$ cat src/rtl/core/aabb_pkg.sv
// Shared widths, stage payload types and helper functions for the box contact pipeline.
// Depends on nothing; every module of aabb_contact_normal refers to it by scoped names.
package aabb_pkg;

	// Coordinate width and the widths that follow from it.
	localparam int COORD_WIDTH = 24;
	localparam int SIZE_WIDTH  = COORD_WIDTH - 1;
	localparam int OUT_WIDTH   = COORD_WIDTH + 2;
	localparam int DT_WIDTH    = 16;
	// Internal Q.9 positions, distances, and the velocity times time step product.
	localparam int INT_WIDTH   = COORD_WIDTH + 4;
	localparam int DIST_WIDTH  = INT_WIDTH + 1;
	localparam int PROD_WIDTH  = COORD_WIDTH + DT_WIDTH + 1;
	// The product is Q.24; dropping this many bits gives Q.9.
	localparam int PROD_SHIFT  = 15;
	localparam int DISP_WIDTH  = PROD_WIDTH - PROD_SHIFT;

	typedef enum logic [1:0] {
		SIDE_LEFT  = 2'd0,
		SIDE_RIGHT = 2'd1,
		SIDE_UP    = 2'd2,
		SIDE_DOWN  = 2'd3
	} side_t;

	// Stage one: grown target edges, centres and raw displacement products.
	typedef struct packed {
		logic signed [INT_WIDTH-1:0]  cx;
		logic signed [INT_WIDTH-1:0]  cy;
		logic signed [INT_WIDTH-1:0]  el;
		logic signed [INT_WIDTH-1:0]  er;
		logic signed [INT_WIDTH-1:0]  et;
		logic signed [INT_WIDTH-1:0]  eb;
		logic signed [PROD_WIDTH-1:0] prod_x;
		logic signed [PROD_WIDTH-1:0] prod_y;
	} s1_t;

	// Stage two: moved centre, edges, current centre and side distances.
	typedef struct packed {
		logic signed [INT_WIDTH-1:0]  cx;
		logic signed [INT_WIDTH-1:0]  cy;
		logic signed [INT_WIDTH-1:0]  nx;
		logic signed [INT_WIDTH-1:0]  ny;
		logic signed [INT_WIDTH-1:0]  el;
		logic signed [INT_WIDTH-1:0]  er;
		logic signed [INT_WIDTH-1:0]  et;
		logic signed [INT_WIDTH-1:0]  eb;
		logic signed [DIST_WIDTH-1:0] dl;
		logic signed [DIST_WIDTH-1:0] dr;
		logic signed [DIST_WIDTH-1:0] du;
		logic signed [DIST_WIDTH-1:0] dd;
	} s2_t;

	function automatic logic signed [INT_WIDTH-1:0] sext_coord(
		input logic [COORD_WIDTH-1:0] v
	);
		return {{(INT_WIDTH-COORD_WIDTH){v[COORD_WIDTH-1]}}, v};
	endfunction

	function automatic logic signed [INT_WIDTH-1:0] zext_size(
		input logic [SIZE_WIDTH-1:0] v
	);
		return {{(INT_WIDTH-SIZE_WIDTH){1'b0}}, v};
	endfunction

	function automatic logic signed [DIST_WIDTH-1:0] sext_dist(
		input logic signed [INT_WIDTH-1:0] v
	);
		return {v[INT_WIDTH-1], v};
	endfunction

	function automatic logic signed [DIST_WIDTH-1:0] abs_dist(
		input logic signed [DIST_WIDTH-1:0] v
	);
		return v[DIST_WIDTH-1] ? -v : v;
	endfunction

endpackage

$ cat src/rtl/core/aabb_expand.sv
// First pipeline stage: Minkowski growth of the target, box centres and displacement products.
// Depends on aabb_pkg.
module aabb_expand (
	input  logic                                 clk,
	input  logic                                 arst_n,
	input  logic                                 in_valid,
	input  logic [aabb_pkg::COORD_WIDTH-1:0]     mover_pos_x,
	input  logic [aabb_pkg::COORD_WIDTH-1:0]     mover_pos_y,
	input  logic [aabb_pkg::SIZE_WIDTH-1:0]      mover_width,
	input  logic [aabb_pkg::SIZE_WIDTH-1:0]      mover_height,
	input  logic [aabb_pkg::COORD_WIDTH-1:0]     velocity_x,
	input  logic [aabb_pkg::COORD_WIDTH-1:0]     velocity_y,
	input  logic [aabb_pkg::DT_WIDTH-1:0]        time_step,
	input  logic [aabb_pkg::COORD_WIDTH-1:0]     target_pos_x,
	input  logic [aabb_pkg::COORD_WIDTH-1:0]     target_pos_y,
	input  logic [aabb_pkg::SIZE_WIDTH-1:0]      target_width,
	input  logic [aabb_pkg::SIZE_WIDTH-1:0]      target_height,
	output logic                                 vld_s1,
	output aabb_pkg::s1_t                        stg_s1
);

	aabb_pkg::s1_t nxt;
	logic signed [aabb_pkg::DT_WIDTH:0] dt_ext;

	always_comb begin
		dt_ext     = $signed({1'b0, time_step});
		nxt.cx     = (aabb_pkg::sext_coord(mover_pos_x) <<< 1) + aabb_pkg::zext_size(mover_width);
		nxt.cy     = (aabb_pkg::sext_coord(mover_pos_y) <<< 1)
			+ aabb_pkg::zext_size(mover_height);
		nxt.el     = (aabb_pkg::sext_coord(target_pos_x) <<< 1)
			- aabb_pkg::zext_size(mover_width);
		nxt.er     = (aabb_pkg::sext_coord(target_pos_x) <<< 1)
			+ (aabb_pkg::zext_size(target_width) <<< 1) + aabb_pkg::zext_size(mover_width);
		nxt.et     = (aabb_pkg::sext_coord(target_pos_y) <<< 1)
			- aabb_pkg::zext_size(mover_height);
		nxt.eb     = (aabb_pkg::sext_coord(target_pos_y) <<< 1)
			+ (aabb_pkg::zext_size(target_height) <<< 1) + aabb_pkg::zext_size(mover_height);
		nxt.prod_x = $signed(velocity_x) * dt_ext;
		nxt.prod_y = $signed(velocity_y) * dt_ext;
	end

	always_ff @(posedge clk or negedge arst_n) begin
		if (!arst_n) begin
			vld_s1 <= 1'b0;
		end else begin
			vld_s1 <= in_valid;
		end
	end

	always_ff @(posedge clk) begin
		if (in_valid) begin
			stg_s1 <= nxt;
		end
	end

endmodule

$ cat src/rtl/core/aabb_dist.sv
// Second pipeline stage: moved centre and the distances from the current centre to each side.
// Depends on aabb_pkg.
module aabb_dist (
	input  logic          clk,
	input  logic          arst_n,
	input  logic          vld_s1,
	input  aabb_pkg::s1_t stg_s1,
	output logic          vld_s2,
	output aabb_pkg::s2_t stg_s2
);

	aabb_pkg::s2_t nxt;
	logic signed [aabb_pkg::DISP_WIDTH-1:0] disp_x;
	logic signed [aabb_pkg::DISP_WIDTH-1:0] disp_y;

	always_comb begin
		// Dropping the low bits of a two's complement value rounds toward minus infinity.
		disp_x = stg_s1.prod_x[aabb_pkg::PROD_WIDTH-1:aabb_pkg::PROD_SHIFT];
		disp_y = stg_s1.prod_y[aabb_pkg::PROD_WIDTH-1:aabb_pkg::PROD_SHIFT];
		nxt.cx = stg_s1.cx;
		nxt.cy = stg_s1.cy;
		nxt.el = stg_s1.el;
		nxt.er = stg_s1.er;
		nxt.et = stg_s1.et;
		nxt.eb = stg_s1.eb;
		nxt.nx = stg_s1.cx
			+ {{(aabb_pkg::INT_WIDTH-aabb_pkg::DISP_WIDTH){disp_x[aabb_pkg::DISP_WIDTH-1]}}, disp_x};
		nxt.ny = stg_s1.cy
			+ {{(aabb_pkg::INT_WIDTH-aabb_pkg::DISP_WIDTH){disp_y[aabb_pkg::DISP_WIDTH-1]}}, disp_y};
		nxt.dl = aabb_pkg::sext_dist(stg_s1.cx) - aabb_pkg::sext_dist(stg_s1.el);
		nxt.dr = aabb_pkg::abs_dist(aabb_pkg::sext_dist(stg_s1.cx)
			- aabb_pkg::sext_dist(stg_s1.er));
		nxt.du = aabb_pkg::abs_dist(aabb_pkg::sext_dist(stg_s1.cy)
			- aabb_pkg::sext_dist(stg_s1.et));
		nxt.dd = aabb_pkg::abs_dist(aabb_pkg::sext_dist(stg_s1.cy)
			- aabb_pkg::sext_dist(stg_s1.eb));
	end

	always_ff @(posedge clk or negedge arst_n) begin
		if (!arst_n) begin
			vld_s2 <= 1'b0;
		end else begin
			vld_s2 <= vld_s1;
		end
	end

	always_ff @(posedge clk) begin
		if (vld_s1) begin
			stg_s2 <= nxt;
		end
	end

endmodule

$ cat src/rtl/core/aabb_pick.sv
// Third and fourth pipeline stages: hit test, side choice, then saturation into the result ports.
// Depends on aabb_pkg.
module aabb_pick (
	input  logic                                  clk,
	input  logic                                  arst_n,
	input  logic                                  vld_s2,
	input  aabb_pkg::s2_t                         stg_s2,
	output logic                                  done,
	output logic                                  hit,
	output logic [1:0]                            normal_side,
	output logic signed [aabb_pkg::OUT_WIDTH-1:0] contact_x,
	output logic signed [aabb_pkg::OUT_WIDTH-1:0] contact_y
);

	localparam logic signed [aabb_pkg::INT_WIDTH-1:0] OUT_HI =
		{{(aabb_pkg::INT_WIDTH-aabb_pkg::OUT_WIDTH+1){1'b0}}, {(aabb_pkg::OUT_WIDTH-1){1'b1}}};
	localparam logic signed [aabb_pkg::INT_WIDTH-1:0] OUT_LO = ~OUT_HI;

	logic                                  in_box;
	logic signed [aabb_pkg::DIST_WIDTH-1:0] min_h;
	logic signed [aabb_pkg::DIST_WIDTH-1:0] min_v;
	aabb_pkg::side_t                       side_c;
	logic signed [aabb_pkg::INT_WIDTH-1:0] px_c;
	logic signed [aabb_pkg::INT_WIDTH-1:0] py_c;

	logic                                  vld_s3;
	logic                                  hit_s3;
	aabb_pkg::side_t                       side_s3;
	logic signed [aabb_pkg::INT_WIDTH-1:0] px_s3;
	logic signed [aabb_pkg::INT_WIDTH-1:0] py_s3;

	logic signed [aabb_pkg::INT_WIDTH-1:0] px_sat;
	logic signed [aabb_pkg::INT_WIDTH-1:0] py_sat;

	always_comb begin
		in_box = (stg_s2.nx > stg_s2.el) && (stg_s2.nx < stg_s2.er)
			&& (stg_s2.ny > stg_s2.et) && (stg_s2.ny < stg_s2.eb);
		min_h  = (stg_s2.dl < stg_s2.dr) ? stg_s2.dl : stg_s2.dr;
		min_v  = (stg_s2.du < stg_s2.dd) ? stg_s2.du : stg_s2.dd;
		// Ties between the axes go to the vertical sides, ties within an axis go right or down.
		if (min_h < min_v) begin
			side_c = (stg_s2.dl < stg_s2.dr) ? aabb_pkg::SIDE_LEFT : aabb_pkg::SIDE_RIGHT;
			px_c   = (stg_s2.dl < stg_s2.dr) ? stg_s2.el : stg_s2.er;
			py_c   = stg_s2.cy;
		end else begin
			side_c = (stg_s2.du < stg_s2.dd) ? aabb_pkg::SIDE_UP : aabb_pkg::SIDE_DOWN;
			px_c   = stg_s2.cx;
			py_c   = (stg_s2.du < stg_s2.dd) ? stg_s2.et : stg_s2.eb;
		end
	end

	always_comb begin
		px_sat = (px_s3 > OUT_HI) ? OUT_HI : ((px_s3 < OUT_LO) ? OUT_LO : px_s3);
		py_sat = (py_s3 > OUT_HI) ? OUT_HI : ((py_s3 < OUT_LO) ? OUT_LO : py_s3);
	end

	always_ff @(posedge clk or negedge arst_n) begin
		if (!arst_n) begin
			vld_s3 <= 1'b0;
			done   <= 1'b0;
		end else begin
			vld_s3 <= vld_s2;
			done   <= vld_s3;
		end
	end

	always_ff @(posedge clk) begin
		if (vld_s2) begin
			hit_s3  <= in_box;
			side_s3 <= in_box ? side_c : aabb_pkg::SIDE_LEFT;
			px_s3   <= in_box ? px_c : '0;
			py_s3   <= in_box ? py_c : '0;
		end
		if (vld_s3) begin
			hit         <= hit_s3;
			normal_side <= side_s3;
			contact_x   <= px_sat[aabb_pkg::OUT_WIDTH-1:0];
			contact_y   <= py_sat[aabb_pkg::OUT_WIDTH-1:0];
		end
	end

endmodule

$ cat src/rtl/core/aabb_contact_normal.sv
// A transaction accepted at a rising edge has its result strobed by done after it passes
// the four register stages: the expansion and multiply stage, the distance stage,
// the side choice stage and the output register. Throughput: one transaction per cycle,
// since busy is always low and the result side cannot stall. Reset (arst_n low) clears
// only the valid bits of the stages; transactions in flight are dropped.
// Depends on aabb_pkg, aabb_expand, aabb_dist and aabb_pick.
module aabb_contact_normal (
	input  logic                                  clk,
	input  logic                                  arst_n,
	input  logic                                  start,
	output logic                                  busy,
	input  logic [aabb_pkg::COORD_WIDTH-1:0]      mover_pos_x,
	input  logic [aabb_pkg::COORD_WIDTH-1:0]      mover_pos_y,
	input  logic [aabb_pkg::SIZE_WIDTH-1:0]       mover_width,
	input  logic [aabb_pkg::SIZE_WIDTH-1:0]       mover_height,
	input  logic [aabb_pkg::COORD_WIDTH-1:0]      velocity_x,
	input  logic [aabb_pkg::COORD_WIDTH-1:0]      velocity_y,
	input  logic [aabb_pkg::DT_WIDTH-1:0]         time_step,
	input  logic [aabb_pkg::COORD_WIDTH-1:0]      target_pos_x,
	input  logic [aabb_pkg::COORD_WIDTH-1:0]      target_pos_y,
	input  logic [aabb_pkg::SIZE_WIDTH-1:0]       target_width,
	input  logic [aabb_pkg::SIZE_WIDTH-1:0]       target_height,
	output logic                                  done,
	output logic                                  hit,
	output logic [1:0]                            normal_side,
	output logic signed [aabb_pkg::OUT_WIDTH-1:0] contact_x,
	output logic signed [aabb_pkg::OUT_WIDTH-1:0] contact_y
);

	// Every stage moves forward on every cycle, so a new transaction is always welcome.
	assign busy = 1'b0;

	logic          vld_s1;
	aabb_pkg::s1_t stg_s1;
	logic          vld_s2;
	aabb_pkg::s2_t stg_s2;

	// Stage one grows the target by the mover's size, forms both centres in Q.9
	// (twice the edge plus the size, so no half units are lost) and multiplies
	// velocity by the time step on each axis.
	aabb_expand u_expand (
		.clk           (clk),
		.arst_n        (arst_n),
		.in_valid      (start & ~busy),
		.mover_pos_x   (mover_pos_x),
		.mover_pos_y   (mover_pos_y),
		.mover_width   (mover_width),
		.mover_height  (mover_height),
		.velocity_x    (velocity_x),
		.velocity_y    (velocity_y),
		.time_step     (time_step),
		.target_pos_x  (target_pos_x),
		.target_pos_y  (target_pos_y),
		.target_width  (target_width),
		.target_height (target_height),
		.vld_s1        (vld_s1),
		.stg_s1        (stg_s1)
	);

	// Stage two floors the products to Q.9, moves the centre, and measures the
	// current centre against each side of the grown target. The left distance
	// keeps its sign; the other three are magnitudes.
	aabb_dist u_dist (
		.clk    (clk),
		.arst_n (arst_n),
		.vld_s1 (vld_s1),
		.stg_s1 (stg_s1),
		.vld_s2 (vld_s2),
		.stg_s2 (stg_s2)
	);

	// Stages three and four test the moved centre strictly inside the grown target,
	// pick the nearest side, and saturate the contact point into the output range.
	// A miss reports side zero and a zero contact point.
	aabb_pick u_pick (
		.clk         (clk),
		.arst_n      (arst_n),
		.vld_s2      (vld_s2),
		.stg_s2      (stg_s2),
		.done        (done),
		.hit         (hit),
		.normal_side (normal_side),
		.contact_x   (contact_x),
		.contact_y   (contact_y)
	);

	// Every accepted transaction comes out as a done strobe.
	a_latency: assert property (@(posedge clk) disable iff (!arst_n)
		(start && !busy) |-> ##4 done)
		else $error("accepted transaction produced no result after four cycles");

	// No result appears without a matching earlier transaction.
	a_no_phantom: assert property (@(posedge clk) disable iff (!arst_n)
		done |-> $past(start, 4))
		else $error("result strobe without a matching transaction");

	// A miss carries an all-zero contact.
	a_miss_zero: assert property (@(posedge clk) disable iff (!arst_n)
		(done && !hit) |-> (normal_side == aabb_pkg::SIDE_LEFT && contact_x == '0
			&& contact_y == '0))
		else $error("miss result with nonzero contact fields");

endmodule

$ cat config.mk
export PLATFORM = sky130hd
export DESIGN_NAME = aabb_contact_normal
export DESIGN_NICKNAME = d
export VERILOG_FILES = /design/src/rtl/core/aabb_pkg.sv /design/src/rtl/core/aabb_expand.sv /design/src/rtl/core/aabb_dist.sv /design/src/rtl/core/aabb_pick.sv /design/src/rtl/core/aabb_contact_normal.sv
export SDC_FILE = /design/constraint.sdc
export NUM_CORES = 2
export LEC_CHECK = 0
export BUFFER_PORTS_ARGS = -buffer_cell sky130_fd_sc_hd__buf_2
export CAP_MARGIN = 20
export CORE_MARGIN = 4
export CORE_UTILIZATION = 45
export CTS_CLUSTER_DIAMETER = 30
export DETAILED_ROUTE_END_ITERATION = 6
export GPL_TIMING_DRIVEN = 0
export HOLD_SLACK_MARGIN = 0.05
export SETUP_SLACK_MARGIN = 0.05
export SYNTH_ARGS = -nofsm -noshare
export SYNTH_HDL_FRONTEND = slang
export SYNTH_SLANG_ARGS = --single-unit
$ cat constraint.sdc
create_clock -name clk -period 7.9 [get_ports clk]
set_input_delay 1.975 -clock clk [delete_from_list [all_inputs] [get_ports clk]]
set_output_delay 1.975 -clock clk [all_outputs]
set_load 0.1 [all_outputs]
==> metrics.csv <==
stage;metric;value;unit
place;Placed Instance Area;75600;um^2
route;via count;54264;
place;Setup WS pre-CTS;-1770;ps
job;number of max-cap violations;0;
sta;Final Hold Slack;415;ps
route;1st-iter DRT viols;4210;
worst_setup_path;WS Path Type;input port to register;
final_layout;Util after Layout;51.7;%
clocking;CTS Buf Count;133;
grt;gr usage total;26.3;%
final_layout;area taken by multi-input logic gates;46400;um^2
sta;pin slew with the least headroom to its limit;1140;ps
logic_synthesis;Async S/R FF share, synth;0.619;%
worst_setup_path;max incr delay on CP;580;ps
sta;Period Utilization, post-route;98.6;%
worst_setup_path;crit path max fanout;10;
clocking;CTS tree;built;
pwr;P_sw;19.0;mW
sta;Clock Skew;37.8;ps
sta;RSZ-0062 raised after global routing;yes;
worst_setup_path;CP Capture Type;register;
min_path;Hold WC Path Type;register to register;
route;DRC;0;
route;Routed Antenna Nets;0;
worst_setup_path;delay-heaviest family, CP;adder cells;
sta;Slew Limit Fails;0;
pwr;Leakage;37.9;nW
final_layout;Fill cells;14470;
grt;first-pass GRT wire length;328000;um
floorplan;Die H;406;um
grt;largest net degree at the start of global routing;115;
pwr;combinational power share;68.7;%
sta;Max Freq;128;MHz
pwr;Max rail drop VDD;0.000919;V
place;port bufs;295;
clocking;CTS HTree Levels;4;
pwr;PwrDens;499;nW/um^2
final_layout;area delta synth->final;14.0;%
sta;max_slew headroom;23.1;%
worst_setup_path;WP data required;8390;ps
clocking;clk sinks;646;
logic_synthesis;cells after synthesis;7374;
worst_setup_path;Worst EP arrival;8280;ps
logic_synthesis;Top FF cell, synth;edfxtp_1;
worst_setup_path;CP bufs+invs;5;
logic_synthesis;Post-synth EDFFs;642;
logic_synthesis;synth warn;0;
logic_synthesis;register area share after synthesis;27.2;%
floorplan;Die Footprint;164000;um^2
worst_setup_path;Most Frequent Cell on Critical Path;fa_1;
status;status;complete, no violations;
pwr;share of total power in the clock network;13.9;%
logic_synthesis;synthesized cell area;71100;um^2
sta;final setup margin;112;ps
floorplan;Initial Util;45.4;%
logic_synthesis;Synth Register Bits;646;
grt;total grt overflow;0;
grt;vias in the first global route;55360;
clocking;Max Root-Sink Buffers;3;
pwr;total chip power;40.4;mW
final_layout;layout cells sized above 1;9.66;%
logic_synthesis;Netlist cell types;93;
final_layout;Storage cell area;19400;um^2
grt;antenna violations before repair;27;
place;RePlAce Congestion;0.985;
route;Avg WL per Cell;21.5;um
floorplan;Die W;406;um
worst_setup_path;Worst setup SP type;input port;
floorplan;row cnt;145;
clocking;worst skew pair latency;750;ps
final_layout;Final #Nets;9571;
sta;Setup violations, final;0;
place;DP HPWL;180000;um
logic_synthesis;top cell type's share of synthesized area;27.1;%
logic_synthesis;top cell type by total area after synthesis;edfxtp_1;
route;DRT Wirelength;216000;um
clocking;CTS root buffer;clkbuf_16;
pwr;Sequential Power Share;17.4;%
route;DR vias/cell;5.42;
worst_setup_path;slowest cell on the critical path;fa_1;
logic_synthesis;synth top area cells;edfxtp_1, fa_1, ha_1;
clocking;Reg clk slew, reported paths;50;ps
route;drt pass-1 iters;6;
pwr;Sw Share;46.9;%
pwr;cell-internal power;21.5;mW
logic_synthesis;Avg Cell Area, Syn;9.65;um^2
floorplan;Core ar.;157000;um^2
logic_synthesis;top cells by count, synth;inv_1, fa_1, ha_1;
worst_setup_path;critical path cell sequence;buf_2 -> buf_8 -> nand2_1 -> fa_1 -> inv_1 -> fa_1 -> fa_1 -> fa_1 -> fa_1 -> inv_1 -> fa_1 -> inv_1 -> ha_1 -> a211oi_2 -> nand2_1 -> nor4_2 -> a21oi_2 -> a21o_1 -> o211a_1 -> a31oi_4 -> o211ai_1 -> a2111o_1 -> o211ai_1;
logic_synthesis;top-count cell post-synth;inv_1;
final_layout;final instance area;81100;um^2
sta;Tmin final;7790;ps
sta;Hold Fails Final Rpt;0;
floorplan;I/O pin total;312;
cells in the final DEF (no fill, tap or decap), types with 35 or more instances in the layout:
cell type and count:
clkbuf_2 46, o21ai_0 239, o21bai_1 35, and2_1 320
nand3_1 71, and3_1 56, a21o_1 157, nor3_1 129
nand4_1 57, ha_1 728, a211oi_1 82, a31oi_1 39
clkbuf_1 76, xor2_1 115, nor2_1 456, edfxtp_1 642
inv_1 1286, buf_2 296, nand2_1 663, nand2b_1 66
xnor2_1 276, a21oi_1 414, clkbuf_16 140, fa_1 754
o21a_1 97, nor2b_1 76
worst paths after layout:
path	start	to	slack (ps)	cells past startpoint
worst max-delay path	velocity_x[8]	u_expand.stg_s1[81]	110	23
worst min-delay path	u_pick.side_s3[0]	u_pick.normal_side[0]	410	0
max in group asynchronous	arst_n	u_expand.vld_s1	6710	1
min in group asynchronous	arst_n	u_dist.vld_s2	1040	1
worst max register to register	u_dist.stg_s2[101]	u_pick.py_s3[5]	310	27
worst min register to register	u_pick.side_s3[0]	u_pick.normal_side[0]	410	0
logic make-up (layout without fill, tap and decap cells):
group           count (synthesis)  in the layout  share of synthesized area, %
compound gates               1309           1309                          11.8
buf+inv                      1493           2049                          7.90
mux                            10             10                         0.142
other cells                     1             18                       0.00527
fa+ha+maj                    1493           1493                          34.3
xor+xnor                      393            393                          4.84
simple gates                 2029           2029                          13.8
flops                         646            646                          27.2
final cells by class:
type                       instances  area share [%]
sequential                       646            23.9
clock inverter                    99            1.44
multi-input combinational       5237            57.3
antenna                           15          0.0463
buffer                           194            1.70
inverter                        1290            5.97
tap                             2058            3.18
clock buffer                     143            4.20
timing repair buffer             323            2.29
timing repair:
action	in CTS	in global routing
hold buffers	0	0
pin swaps	8	14
hold endpoints to repair	0	0
setup endpoints to repair	88	61
buffers inserted	3	14
gates resized for setup	155	165
flip-flops by register name, summed over array words and instances (netlist names):
register and count:
u_dist.stg_s2 320, u_dist.vld_s2 1, u_expand.stg_s1 208, u_expand.vld_s1 1
u_pick.contact_x 26, u_pick.contact_y 26, u_pick.done 1, u_pick.hit 1
u_pick.hit_s3 1, u_pick.normal_side 2, u_pick.px_s3 28, u_pick.py_s3 28
u_pick.side_s3 2, u_pick.vld_s3 1
power groups by stage:
stage          combinational (mW)  clock, mW  sequential (mW)
2_1_floorplan                19.7          0             7.05
3_3_place_gp                 26.2          0             7.14
3_5_place_dp                 26.8          0             7.07
4_1_cts                      27.3       5.73             7.02
5_1_grt                      31.5       5.91             7.11
6_report                     27.8       5.63             7.04
metrics by stage:
step / std cells / setup TNS (ps)
3_5_place_dp: 9740 / -72850
4_1_cts: 9980 / 0
3_3_place_gp: 9729 / -857750
6_report: 10005 / 0
5_1_grt: 9999 / -66.2
2_1_floorplan: 7376 / 0
per-layer routing:
metal | vias up | track usage, % | routed length (um)
met1 | 26691 | 36.4 | 95300
met4 | 12 | 8.31 | 7250
met3 | 313 | 5.50 | 16200
met5 | - | 0 | 80
li1 | 25535 | - | -
met2 | 1713 | 41.6 | 96700
worst reg2reg max path: cells and delay by family (launching register included):
kind	cells	cell delay (ps)
AO/OA/AOI/OAI	15	3470
adder cells (fa/ha/maj)	2	580
buffers and inverters	4	1630
flip-flops	1	440
AND/OR/NAND/NOR	6	1170
(Power assumes the default switching activity.)
